==> src/rtl/ipban_pkg.sv <==
// ipban_pkg: shared types, command and status codes for the ip ban table
// used by every module under rtl; depends on nothing
package ipban_pkg;

   localparam int DEFAULT_MAX_RULES = 16;

   // command codes
   localparam logic [1:0] CMD_CHECK  = 2'd0;
   localparam logic [1:0] CMD_ADD    = 2'd1;
   localparam logic [1:0] CMD_REMOVE = 2'd2;

   // status codes
   localparam logic [1:0] STAT_DONE  = 2'd0;
   localparam logic [1:0] STAT_FULL  = 2'd1;
   localparam logic [1:0] STAT_RANGE = 2'd2;

   typedef enum logic [1:0] {
      ST_IDLE,
      ST_SCAN,
      ST_DONE
   } state_type;

   typedef struct packed {
      logic [1:0]  command;
      logic [31:0] address;
      logic [31:0] net_mask;
      logic [31:0] expiry;
      logic [31:0] now_seconds;
      logic [4:0]  position;
   } req_type;

   typedef struct packed {
      logic       hit;
      logic [1:0] status;
      logic [4:0] rule_count;
   } rsp_type;

   typedef struct packed {
      logic [31:0] address;
      logic [31:0] mask;
      logic [31:0] expiry;
   } rule_type;

   typedef struct packed {
      logic ban_hit;
      logic same_rule;
   } match_type;

endpackage

==> src/rtl/ipban_rule_mem.sv <==
// ipban_rule_mem: rule storage, one write port and one registered read port
// depends on ipban_pkg for rule_type
module ipban_rule_mem
   import ipban_pkg::*;
#(
   parameter int DEPTH = DEFAULT_MAX_RULES,
   localparam int IDX_W = (DEPTH > 1) ? $clog2(DEPTH) : 1
) (
   input  logic             clock,
   input  logic             wr_en,
   input  logic [IDX_W-1:0] wr_idx,
   input  rule_type         wr_data,
   input  logic             rd_en,
   input  logic [IDX_W-1:0] rd_idx,
   output rule_type         rd_data
);

   rule_type mem [DEPTH];
   rule_type rd_data_ff;

   always_ff @(posedge clock) begin
      if (wr_en) begin
         mem[wr_idx] <= wr_data;
      end
   end

   always_ff @(posedge clock) begin
      if (rd_en) begin
         rd_data_ff <= mem[rd_idx];
      end
   end

   assign rd_data = rd_data_ff;

endmodule

==> src/rtl/ipban_rule_match.sv <==
// ipban_rule_match: compares one stored rule against the current transaction
// depends on ipban_pkg for rule_type and match_type
module ipban_rule_match
   import ipban_pkg::*;
(
   input  rule_type    rule,
   input  logic [31:0] address,
   input  logic [31:0] net_mask,
   input  logic [31:0] now_seconds,
   output match_type   result
);

   logic addr_eq;
   logic live;

   assign addr_eq = (rule.address & rule.mask) == (address & rule.mask);
   // permanent rule or not yet expired
   assign live    = (rule.expiry == 32'd0) || (now_seconds < rule.expiry);

   assign result.ban_hit   = addr_eq && live;
   assign result.same_rule = (rule.address == address) && (rule.mask == net_mask);

endmodule

==> src/rtl/masked_ip_ban_table_core.sv <==
// masked_ip_ban_table_core: top level of the ordered ip ban rule table
// depends on ipban_pkg, ipban_rule_mem and ipban_rule_match
//
// usage:
//   req channel (req_valid / req_stall / req_data) carries one command per
//   transaction: check an address, add or update a rule, or remove a rule by
//   1-based position. rsp channel (rsp_valid / rsp_stall / rsp_data) returns
//   exactly one result per command, in order.
// timing:
//   one command at a time. check and add walk the stored rules through the
//   rule memory read port, one rule per cycle, and stop early when a rule
//   matches. remove copies each later rule one slot down over the same
//   read and write ports. a check of address zero, a bad position or an
//   unknown command skips the walk and goes straight to the result.
// reset:
//   synchronous, active high; empties the table (rule count to zero) and
//   clears the response valid flag. rule memory itself is not cleared.
// stall:
//   the response sits in an output register; a new command is taken while
//   it waits. a finished result holds the block until the register frees.
module masked_ip_ban_table_core
   import ipban_pkg::*;
#(
   parameter int MAX_RULES = DEFAULT_MAX_RULES
) (
   input  logic    clock,
   input  logic    reset,
   input  logic    req_valid,
   output logic    req_stall,
   input  req_type req_data,
   output logic    rsp_valid,
   input  logic    rsp_stall,
   output rsp_type rsp_data
);

   localparam int IDX_W = (MAX_RULES > 1) ? $clog2(MAX_RULES) : 1;
   localparam int CNT_W = $clog2(MAX_RULES + 1);
   localparam int CMP_W = (CNT_W > 5) ? CNT_W : 5;

   // control state
   state_type        state_ff, state_in;
   logic [CNT_W-1:0] used_ff, used_in;
   logic [CNT_W-1:0] rd_idx_ff, rd_idx_in;
   logic             eval_vld_ff, eval_vld_in;
   logic             rsp_valid_ff, rsp_valid_in;

   // payload registers
   req_type          item_ff, item_in;
   logic [IDX_W-1:0] eval_idx_ff, eval_idx_in;
   rsp_type          res_ff, res_in;
   rsp_type          rsp_data_ff, rsp_data_in;

   // memory and compare wiring
   logic             rd_en, wr_en;
   logic [IDX_W-1:0] wr_idx;
   rule_type         wr_data, rd_data;
   match_type        match;

   logic [CMP_W-1:0] pos_w, used_w;
   logic             scan_more;
   logic             rsp_free;

   function automatic logic [4:0] to_count(input logic [CNT_W-1:0] n);
      logic [CMP_W-1:0] w;
      w = CMP_W'(n);
      return w[4:0];
   endfunction

   ipban_rule_mem #(
      .DEPTH (MAX_RULES)
   ) u_mem (
      .clock   (clock),
      .wr_en   (wr_en),
      .wr_idx  (wr_idx),
      .wr_data (wr_data),
      .rd_en   (rd_en),
      .rd_idx  (rd_idx_ff[IDX_W-1:0]),
      .rd_data (rd_data)
   );

   ipban_rule_match u_match (
      .rule        (rd_data),
      .address     (item_ff.address),
      .net_mask    (item_ff.net_mask),
      .now_seconds (item_ff.now_seconds),
      .result      (match)
   );

   assign pos_w     = CMP_W'(req_data.position);
   assign used_w    = CMP_W'(used_ff);
   assign scan_more = rd_idx_ff < used_ff;
   assign rsp_free  = !rsp_valid_ff || !rsp_stall;

   assign req_stall = (state_ff != ST_IDLE);
   assign rsp_valid = rsp_valid_ff;
   assign rsp_data  = rsp_data_ff;

   always_ff @(posedge clock) begin
      if (reset) begin
         state_ff     <= ST_IDLE;
         used_ff      <= '0;
         rd_idx_ff    <= '0;
         eval_vld_ff  <= 1'b0;
         rsp_valid_ff <= 1'b0;
      end else begin
         state_ff     <= state_in;
         used_ff      <= used_in;
         rd_idx_ff    <= rd_idx_in;
         eval_vld_ff  <= eval_vld_in;
         rsp_valid_ff <= rsp_valid_in;
      end
   end

   always_ff @(posedge clock) begin
      item_ff     <= item_in;
      eval_idx_ff <= eval_idx_in;
      res_ff      <= res_in;
      rsp_data_ff <= rsp_data_in;
   end

   always_comb begin
      state_in     = state_ff;
      used_in      = used_ff;
      rd_idx_in    = rd_idx_ff;
      eval_vld_in  = 1'b0;
      eval_idx_in  = eval_idx_ff;
      item_in      = item_ff;
      res_in       = res_ff;
      rsp_valid_in = rsp_valid_ff && rsp_stall;
      rsp_data_in  = rsp_data_ff;
      rd_en        = 1'b0;
      wr_en        = 1'b0;
      wr_idx       = eval_idx_ff;
      wr_data      = '{address: item_ff.address, mask: item_ff.net_mask,
                       expiry: item_ff.expiry};

      unique case (state_ff)
         ST_IDLE: begin
            if (req_valid) begin
               item_in   = req_data;
               // remove starts copying from the slot just after the erased one
               rd_idx_in = (req_data.command == CMD_REMOVE) ?
                           pos_w[CNT_W-1:0] : '0;
               res_in    = '{hit: 1'b0, status: STAT_DONE,
                             rule_count: to_count(used_ff)};
               case (req_data.command)
                  CMD_CHECK: begin
                     // address zero is never banned
                     state_in = (req_data.address == 32'd0) ? ST_DONE : ST_SCAN;
                  end
                  CMD_ADD: begin
                     state_in = ST_SCAN;
                  end
                  CMD_REMOVE: begin
                     if ((pos_w == '0) || (pos_w > used_w)) begin
                        res_in.status = STAT_RANGE;
                        state_in      = ST_DONE;
                     end else begin
                        state_in = ST_SCAN;
                     end
                  end
                  default: begin
                     state_in = ST_DONE;
                  end
               endcase
            end
         end

         ST_SCAN: begin
            // read side of the pipeline: one rule per cycle
            if (scan_more) begin
               rd_en       = 1'b1;
               eval_vld_in = 1'b1;
               eval_idx_in = rd_idx_ff[IDX_W-1:0];
               rd_idx_in   = rd_idx_ff + CNT_W'(1);
            end
            // evaluate side: rule read in the previous cycle
            case (item_ff.command)
               CMD_CHECK: begin
                  if (eval_vld_ff && match.ban_hit) begin
                     res_in.hit = 1'b1;
                     state_in   = ST_DONE;
                  end else if (!eval_vld_ff && !scan_more) begin
                     state_in = ST_DONE;
                  end
               end
               CMD_ADD: begin
                  if (eval_vld_ff && match.same_rule) begin
                     // same address and mask: only the expiry changes
                     wr_en      = 1'b1;
                     wr_idx     = eval_idx_ff;
                     res_in.hit = 1'b1;
                     state_in   = ST_DONE;
                  end else if (!eval_vld_ff && !scan_more) begin
                     if (used_ff < CNT_W'(MAX_RULES)) begin
                        // append at the end of the table
                        wr_en             = 1'b1;
                        wr_idx            = used_ff[IDX_W-1:0];
                        used_in           = used_ff + CNT_W'(1);
                        res_in.rule_count = to_count(used_ff + CNT_W'(1));
                     end else begin
                        res_in.status = STAT_FULL;
                     end
                     state_in = ST_DONE;
                  end
               end
               default: begin
                  // remove: move each later rule one slot down
                  if (eval_vld_ff) begin
                     wr_en   = 1'b1;
                     wr_idx  = eval_idx_ff - IDX_W'(1);
                     wr_data = rd_data;
                  end else if (!scan_more) begin
                     used_in           = used_ff - CNT_W'(1);
                     res_in.hit        = 1'b1;
                     res_in.rule_count = to_count(used_ff - CNT_W'(1));
                     state_in          = ST_DONE;
                  end
               end
            endcase
         end

         ST_DONE: begin
            if (rsp_free) begin
               rsp_valid_in = 1'b1;
               rsp_data_in  = res_ff;
               state_in     = ST_IDLE;
            end
         end

         default: begin
            state_in = ST_IDLE;
         end
      endcase
   end

`ifndef SYNTH
   // rule count never passes table depth
   a_used_bound: assert property (@(posedge clock) disable iff (reset)
      used_ff <= CNT_W'(MAX_RULES))
      else $error("rule count above table depth");

   // remove copy never reads and writes one slot in the same cycle
   a_no_rw_clash: assert property (@(posedge clock) disable iff (reset)
      (wr_en && rd_en) |-> (wr_idx != rd_idx_ff[IDX_W-1:0]))
      else $error("rule memory read and write to the same slot");

   // an accepted transaction always leaves idle
   a_accept_busy: assert property (@(posedge clock) disable iff (reset)
      (req_valid && !req_stall) |=> (state_ff != ST_IDLE))
      else $error("accepted transaction left block idle");

   // a finished result reaches the output register once it is free
   a_done_out: assert property (@(posedge clock) disable iff (reset)
      (state_ff == ST_DONE && rsp_free) |=> (rsp_valid && state_ff == ST_IDLE))
      else $error("finished result not presented");

   // rule count only moves while a scan finishes
   a_used_hold: assert property (@(posedge clock) disable iff (reset)
      (state_ff != ST_SCAN) |=> $stable(used_ff))
      else $error("rule count changed outside a scan");
`endif

endmodule
==> config.mk <==
export PLATFORM = sky130hd
export DESIGN_NAME = masked_ip_ban_table_core
export DESIGN_NICKNAME = d
export VERILOG_FILES = /design/src/rtl/ipban_pkg.sv /design/src/rtl/ipban_rule_mem.sv /design/src/rtl/ipban_rule_match.sv /design/src/rtl/masked_ip_ban_table_core.sv
export SDC_FILE = /design/constraint.sdc
export NUM_CORES = 2
export LEC_CHECK = 0
export BUFFER_PORTS_ARGS = -buffer_cell sky130_fd_sc_hd__buf_2
export CAP_MARGIN = 20
export CORE_MARGIN = 2
export CORE_UTILIZATION = 55
export CTS_CLUSTER_DIAMETER = 120
export DETAILED_ROUTE_END_ITERATION = 8
export PLACE_DENSITY = 0.73
export SLEW_MARGIN = 20
export SYNTH_ARGS = -nofsm -noshare
export SYNTH_HDL_FRONTEND = slang
export SYNTH_SLANG_ARGS = --single-unit
==> constraint.sdc <==
create_clock -name clock -period 18.1 [get_ports clock]
set_clock_uncertainty 0.05 [all_clocks]
set_input_delay 5.43 -clock clock [delete_from_list [all_inputs] [get_ports clock]]
set_output_delay 5.43 -clock clock [all_outputs]
set_load 0.1 [all_outputs]
Word level (Yosys, flattened, before mapping) --
Memories as Yosys holds them, arrays and structs flattened. A register that Yosys moved wholly into a read port is not among the register bits. Cells that the tools add are included.
Word-level totals: bits in registers 164, RAM bits 1536, input port bits 139, output and inout bits 10, logic and storage cells 147, memories kept 1
Memories:
- u_mem.mem | words 16, bits a word 96, read ports 1, clocked after memory_dff 1, write ports 1, RTL line ipban_rule_mem.sv:18 | rule_type mem [DEPTH];
Cells by class: add/subtract/negate cells 4, order comparisons 4, equal/unequal tests 30, multiplexer cells 57, bitwise gates (word level) 3, reduce and logical (&&, ||, !) cells 31
Operator list (number):
- 96-bit two-way mux | 3
- 32-bit == test | 3
- 32-bit bitwise AND | 2
- 32-bit zero test | 2
- 5-bit two-way mux | 8
- 32-bit < comparator | 1
- 5-bit case mux with 2 select lines | 3
- 2-bit two-way mux | 13
- 2-bit != test (second input constant) | 11
- 3-bit != test (second input constant) | 7
- 4-bit two-way mux | 5
- 8-bit case mux with 2 select lines | 1
- 1-bit two-way mux | 15
- 7-bit two-way mux | 2
- 2-bit case mux with 3 select lines | 2
- 6-bit AND reduction | 2
- 5-bit by 1-bit adder with 5-bit output (second input constant) | 2
- 8-bit two-way mux | 1
- 4-bit by 3-bit != test with 1-bit output (second input constant) | 2
- 4-bit case mux with 2 select lines | 1
- 8-bit AND reduction | 1
- 7-bit AND reduction | 1
- 2-bit by 1-bit == test with 1-bit output (second input constant) | 3
- 1-bit logical AND | 6
- other kinds (19) | 32

Longest topological paths before layout --
word-level depth 9, depth in mapped cells 9

Cells and area by module --
A second synthesis with hierarchy kept.
Second synthesis, totals: cell total of the unflattened synthesis 3143, area total of the unflattened synthesis 69182.6 sq um
By module, submodules not included:
- ipban_rule_mem | times used 1, cells an instance 2460, area each 60316.6 sq um
- masked_ip_ban_table_core | times used 1, cells an instance 454, area each 7138.1 sq um
- ipban_rule_match | times used 1, cells an instance 229, area each 1727.9 sq um

Worst setup path before layout --
OpenSTA, ideal clock, no wires.
path kind input to register, start in req_valid, end reg res_ff[5] (netlist name), enable pin, data arrival time 8.303 ns, data required time 17.734 ns, setup slack 9.431 ns, stages on the path 3, path buffers 0, path through nand2_1 inv_1 a41o_1
On the way: word-level cells in the longest chain between the ends 2
Ends and longest elaborated chain:
- start: declaration | RTL line masked_ip_ban_table_core.sv:28 | input logic req_valid,
- 2-bit != test (no source line)
- 6-bit AND reduction (no source line)
- end signal: assignment | RTL line masked_ip_ban_table_core.sv:117 | res_ff <= res_in;
- end: declaration | RTL line masked_ip_ban_table_core.sv:50 | rsp_type res_ff, res_in;
No other way between the ends. A chain may end at the register's enable or synchronous reset.

Worst setup path after layout --
start in req_data[101] (netlist name), end reg state_ff[1]
On the way: word-level cells in the longest chain between the ends 5
Ends and longest elaborated chain:
- start: declaration | RTL line masked_ip_ban_table_core.sv:30 | input req_type req_data,
- 32-bit zero test | RTL line masked_ip_ban_table_core.sv:149 | state_in = (req_data.address == 32'd0) ? ST_DONE : ST_SCAN;
- 2-bit two-way mux | RTL line masked_ip_ban_table_core.sv:149
- 2-bit case mux with 3 select lines | RTL line masked_ip_ban_table_core.sv:146 | case (req_data.command)
- 2-bit two-way mux | RTL line masked_ip_ban_table_core.sv:139 | if (req_valid) begin
- 2-bit case mux with 3 select lines | RTL line masked_ip_ban_table_core.sv:137 | unique case (state_ff)
- end signal: assignment | RTL line masked_ip_ban_table_core.sv:106 | state_ff <= state_in;
- end: declaration | RTL line masked_ip_ban_table_core.sv:41 | state_type state_ff, state_in;
No other way between the ends. The select of a mux whose other input is x is not followed.

==> metrics.md <==
| Metric | Value |
|---|---|
| Sinks on Clock Net | `between 1500 and 2000` |
| Max Clk Rate | `between 100 and 150 MHz` |
| Post-synth cell types | `60` |
| Reg power frac | `a little under half` |
| DR WL/cell | `~32 µm` |
| CORE AREA | `125000 µm²` |
| Post CTS Setup Buffer Count | `0` |
| YS warnings | `0` |
| Comb power frac | `a little under a quarter` |
| Switching share of power | `~28%` |
| Fin worst setup slack | `10.47 ns` |
| Sequential area share after synthesis | `between 70% and 80%` |
| CTS buffer count | `175` |
| DRC | `0` |
| Worst skew pair latency | `0.82 ns` |
| Crit path kind | `in -> reg` |
| Crit. End Element | `register` |
| Chip width | `359 µm` |
| Final HPWL DP | `88800 µm` |
| Switch Pwr | `3.24 mW` |
| Vias in the first global route | `roughly 34000` |
| FILL cells | `between 8000 and 9000` |
| Setup Slack @ Placement | `about 9.5 ns` |
| Crit share post-route | `42.1%` |
| Slew Limit Fails | `0` |
| Worst-Margin Slew | `1.22 ns` |
| Antenna Nets Post-Route | `0` |
| Post-Layout Inst Area | `77900 µm²` |
| Number of placement rows | `between 100 and 150` |
| H-tree depth | `4` |
| Post-DP Area | `between 70000 and 80000 µm²` |
| GRT Resource Usage Total | `26.1%` |
| Max IR drop VDD | `~130 µV` |
| Critical Path Fanout Max | `2` |
| Async SR Flop Fraction | `0%` |
| Met2 global-route usage | `between 40% and 50%` |
| Initial Utilization | `between 50% and 60%` |
| Grt ovf | `0` |
| Avg Cell Area, Syn | `about 22 µm²` |
| Fin crit period | `roughly 7.6 ns` |
| CP Launch Type | `input port` |
| Clock share of power | `between 30% and 40%` |
| Met3 usage | `between 5 and 6%` |
| Drt first-iter violations | `4916` |
| Post-Synthesis Cell Area | `about 69000 µm²` |
| Post-synth top area share | `77.4%` |
| RSZ-0062 raised after global routing | `no` |
| Max capacitance violation total | `0` |
| Via count | `~34000` |
| Post-Route WL | `between 150000 and 200000 µm` |
| Layout cells sized above 1 | `approximately 28%` |
| Most instantiated cells after synthesis | `edfxtp_1 (1782), mux4_2 (480), nand2_1 (244)` |
| Type of the most critical hold path | `reg -> reg` |
| CTS root buf | `clkbuf_16` |
| Global-route track usage on met1 | `a little over a third` |
| Drt via density | `~6.5` |
| Pin count of the biggest net entering global routing | `between 100 and 150` |
| Die Ht | `~360 µm` |
| Port-buffer cells | `148` |
| Data arrival, critical path | `8.27 ns` |
| Post-route setup TNS | `0 ns` |
| Pwr dens | `between 100 and 150 nW/µm²` |
| Initial antenna violation count | `7` |
| Synth Register Bits | `~1800` |
| Post-synth EDFFs | `between 1500 and 2000` |
| Drt pass-1 iters | `7` |
| Final #Nets | `about 3600` |
| Utilization after layout | `a little over 60%` |
| Final setup viols | `0` |
| Gp weighted congestion | `0.833` |
| Leakage | `24.6 nW` |
| Post-CTS sizing | `0` |
| Int Pwr | `about 8 mW` |
| Die area | `around 130000 µm²` |
| Hold slack | `0.435 ns` |
| TritonCTS clock tree | `done` |
| Number of top-level pins | `around 150` |
| Synth area leader | `edfxtp_1` |
| Syn_nets | `approximately 3300` |
| CTS clk-pin slew, worst paths | `around 0.060 ns` |
| Final hold violations | `0` |
| Synth-to-Final Area Change | `12.7%` |
| Most frequent cell after synthesis | `edfxtp_1` |
| Main synth FF type | `edfxtp_1` |
| Clk buf depth | `3` |
| Global-route wire length before repair | `238000 µm` |
| WP data required | `18.75 ns` |
| Most used routing layer | `met2` |
| Rel. slew slack | `about a fifth` |
| Largest cells by area after synthesis | `edfxtp_1 (77%), mux4_2 (16%), nand2_1 (1.3%), ha_1 (0.83%), xor2_1 (0.77%)` |
| Synth Instances | `3091` |
| Status | `finished, final reports clean` |
| Post-CTS Hold Fix Bufs | `0` |
[worst paths after layout]
| check | start | slack, ns | endpoint | cells past startpoint |
|---|---|---|---|---|
| worst max-delay path | req_data[101] | 10.47 | state_ff[1] | 7 |
| worst min-delay path | res_ff[4] | 0.43 | rsp_data[4] | 0 |
| worst max register to register | item_ff[111] | 12.09 | u_mem.mem[4][72] | 9 |
| worst min register to register | res_ff[4] | 0.43 | rsp_data[4] | 0 |
[flip-flops by register name, summed over array words and instances, names as in the netlist]
signal         cells
res_ff             8
rsp_valid          1
rd_idx_ff          5
used_ff            5
rsp_data           8
eval_idx_ff        4
item_ff          130
u_mem.mem       1536
state_ff           2
u_mem.rd_data     96
eval_vld_ff        1
[logic make-up (layout without fill, tap and decap cells)]
kind of cell | Yosys count | in the layout | share of synthesized area [%]
compound gates | 143 | 143 | 1.43
xor+xnor | 70 | 70 | 0.886
fa+ha+maj | 47 | 47 | 0.861
buf+inv | 181 | 605 | 1.07
flops | 1796 | 1796 | 77.8
mux | 483 | 483 | 15.7
other cells | 0 | 6 | 0
simple gates | 371 | 371 | 2.32
[area by class of cell]
cell class                      count  area [µm²]  area share, %
Antenna cell                        6        15.0         0.0193
Clock buffer                      217        4560           5.85
Clock inverter                    104         952           1.22
Inverter                           45         174          0.223
Multi-Input combinational cell   1114       14800           19.0
Sequential cell                  1796       53800           69.0
Tap cell                         1650        2060           2.65
Timing Repair Buffer              239        1560           2.00
[cell usage in the layout, fill, tap and decap left out, types with 6 or more instances in the layout]
master | synthesis | routed
a22oi_1 | 16 | 16
mux4_2 | 480 | 480
clkinv_1 | 0 | 47
diode_2 | 0 | 6
nand2b_1 | 7 | 7
nand4_1 | 14 | 14
xor2_1 | 61 | 61
clkinv_2 | 0 | 26
nand3_1 | 11 | 10
o21ai_0 | 47 | 35
nor4_1 | 31 | 30
inv_6 | 0 | 7
nor2_1 | 42 | 24
clkbuf_1 | 87 | 41
bufinv_16 | 0 | 11
nand2_1 | 244 | 244
a21oi_1 | 20 | 20
buf_16 | 0 | 6
edfxtp_1 | 1782 | 1782
o21ai_1 | 0 | 11
clkbuf_16 | 0 | 176
xnor2_1 | 9 | 9
dfxtp_1 | 14 | 10
inv_1 | 45 | 44
buf_2 | 44 | 148
a211oi_1 | 8 | 8
buf_4 | 1 | 82
o2111ai_1 | 6 | 6
nor2_4 | 0 | 18
or4_1 | 6 | 6
ha_1 | 46 | 46
[stage by stage]
step,total power [mW],instances
after global routing,11.8,5166
after CTS,11.5,5161
after floorplan,7.18,3091
after global placement,7.87,4835
final,11.4,5171
after detailed placement,7.97,4840
[critical path: stages]
cell and delay (ns):
buf_2 0.12, nor4_2 0.86, nand4_1 0.20, nor4_1 0.77
a221oi_1 0.28, or4_1 0.51, o41ai_1 0.09
[power by group through the flow]
stage	clock network [mW]	logic, mW	registers, mW
after detailed placement	0	2.56	5.40
after floorplan	0	1.88	5.30
after global routing	3.71	2.75	5.34
after global placement	0	2.45	5.42
final	3.50	2.59	5.33
after CTS	3.55	2.58	5.32
[routing by layer]
| layer | wire (µm) | part of all wire [%] |
|---|---|---|
| met1 | 61900 | 37 |
| met2 | 81100 | 49 |
| met3 | 17500 | 11 |
| met4 | 5480 | 3.3 |
| met5 | 30 | 0.018 |
Power figures use the tool's default switching activity.
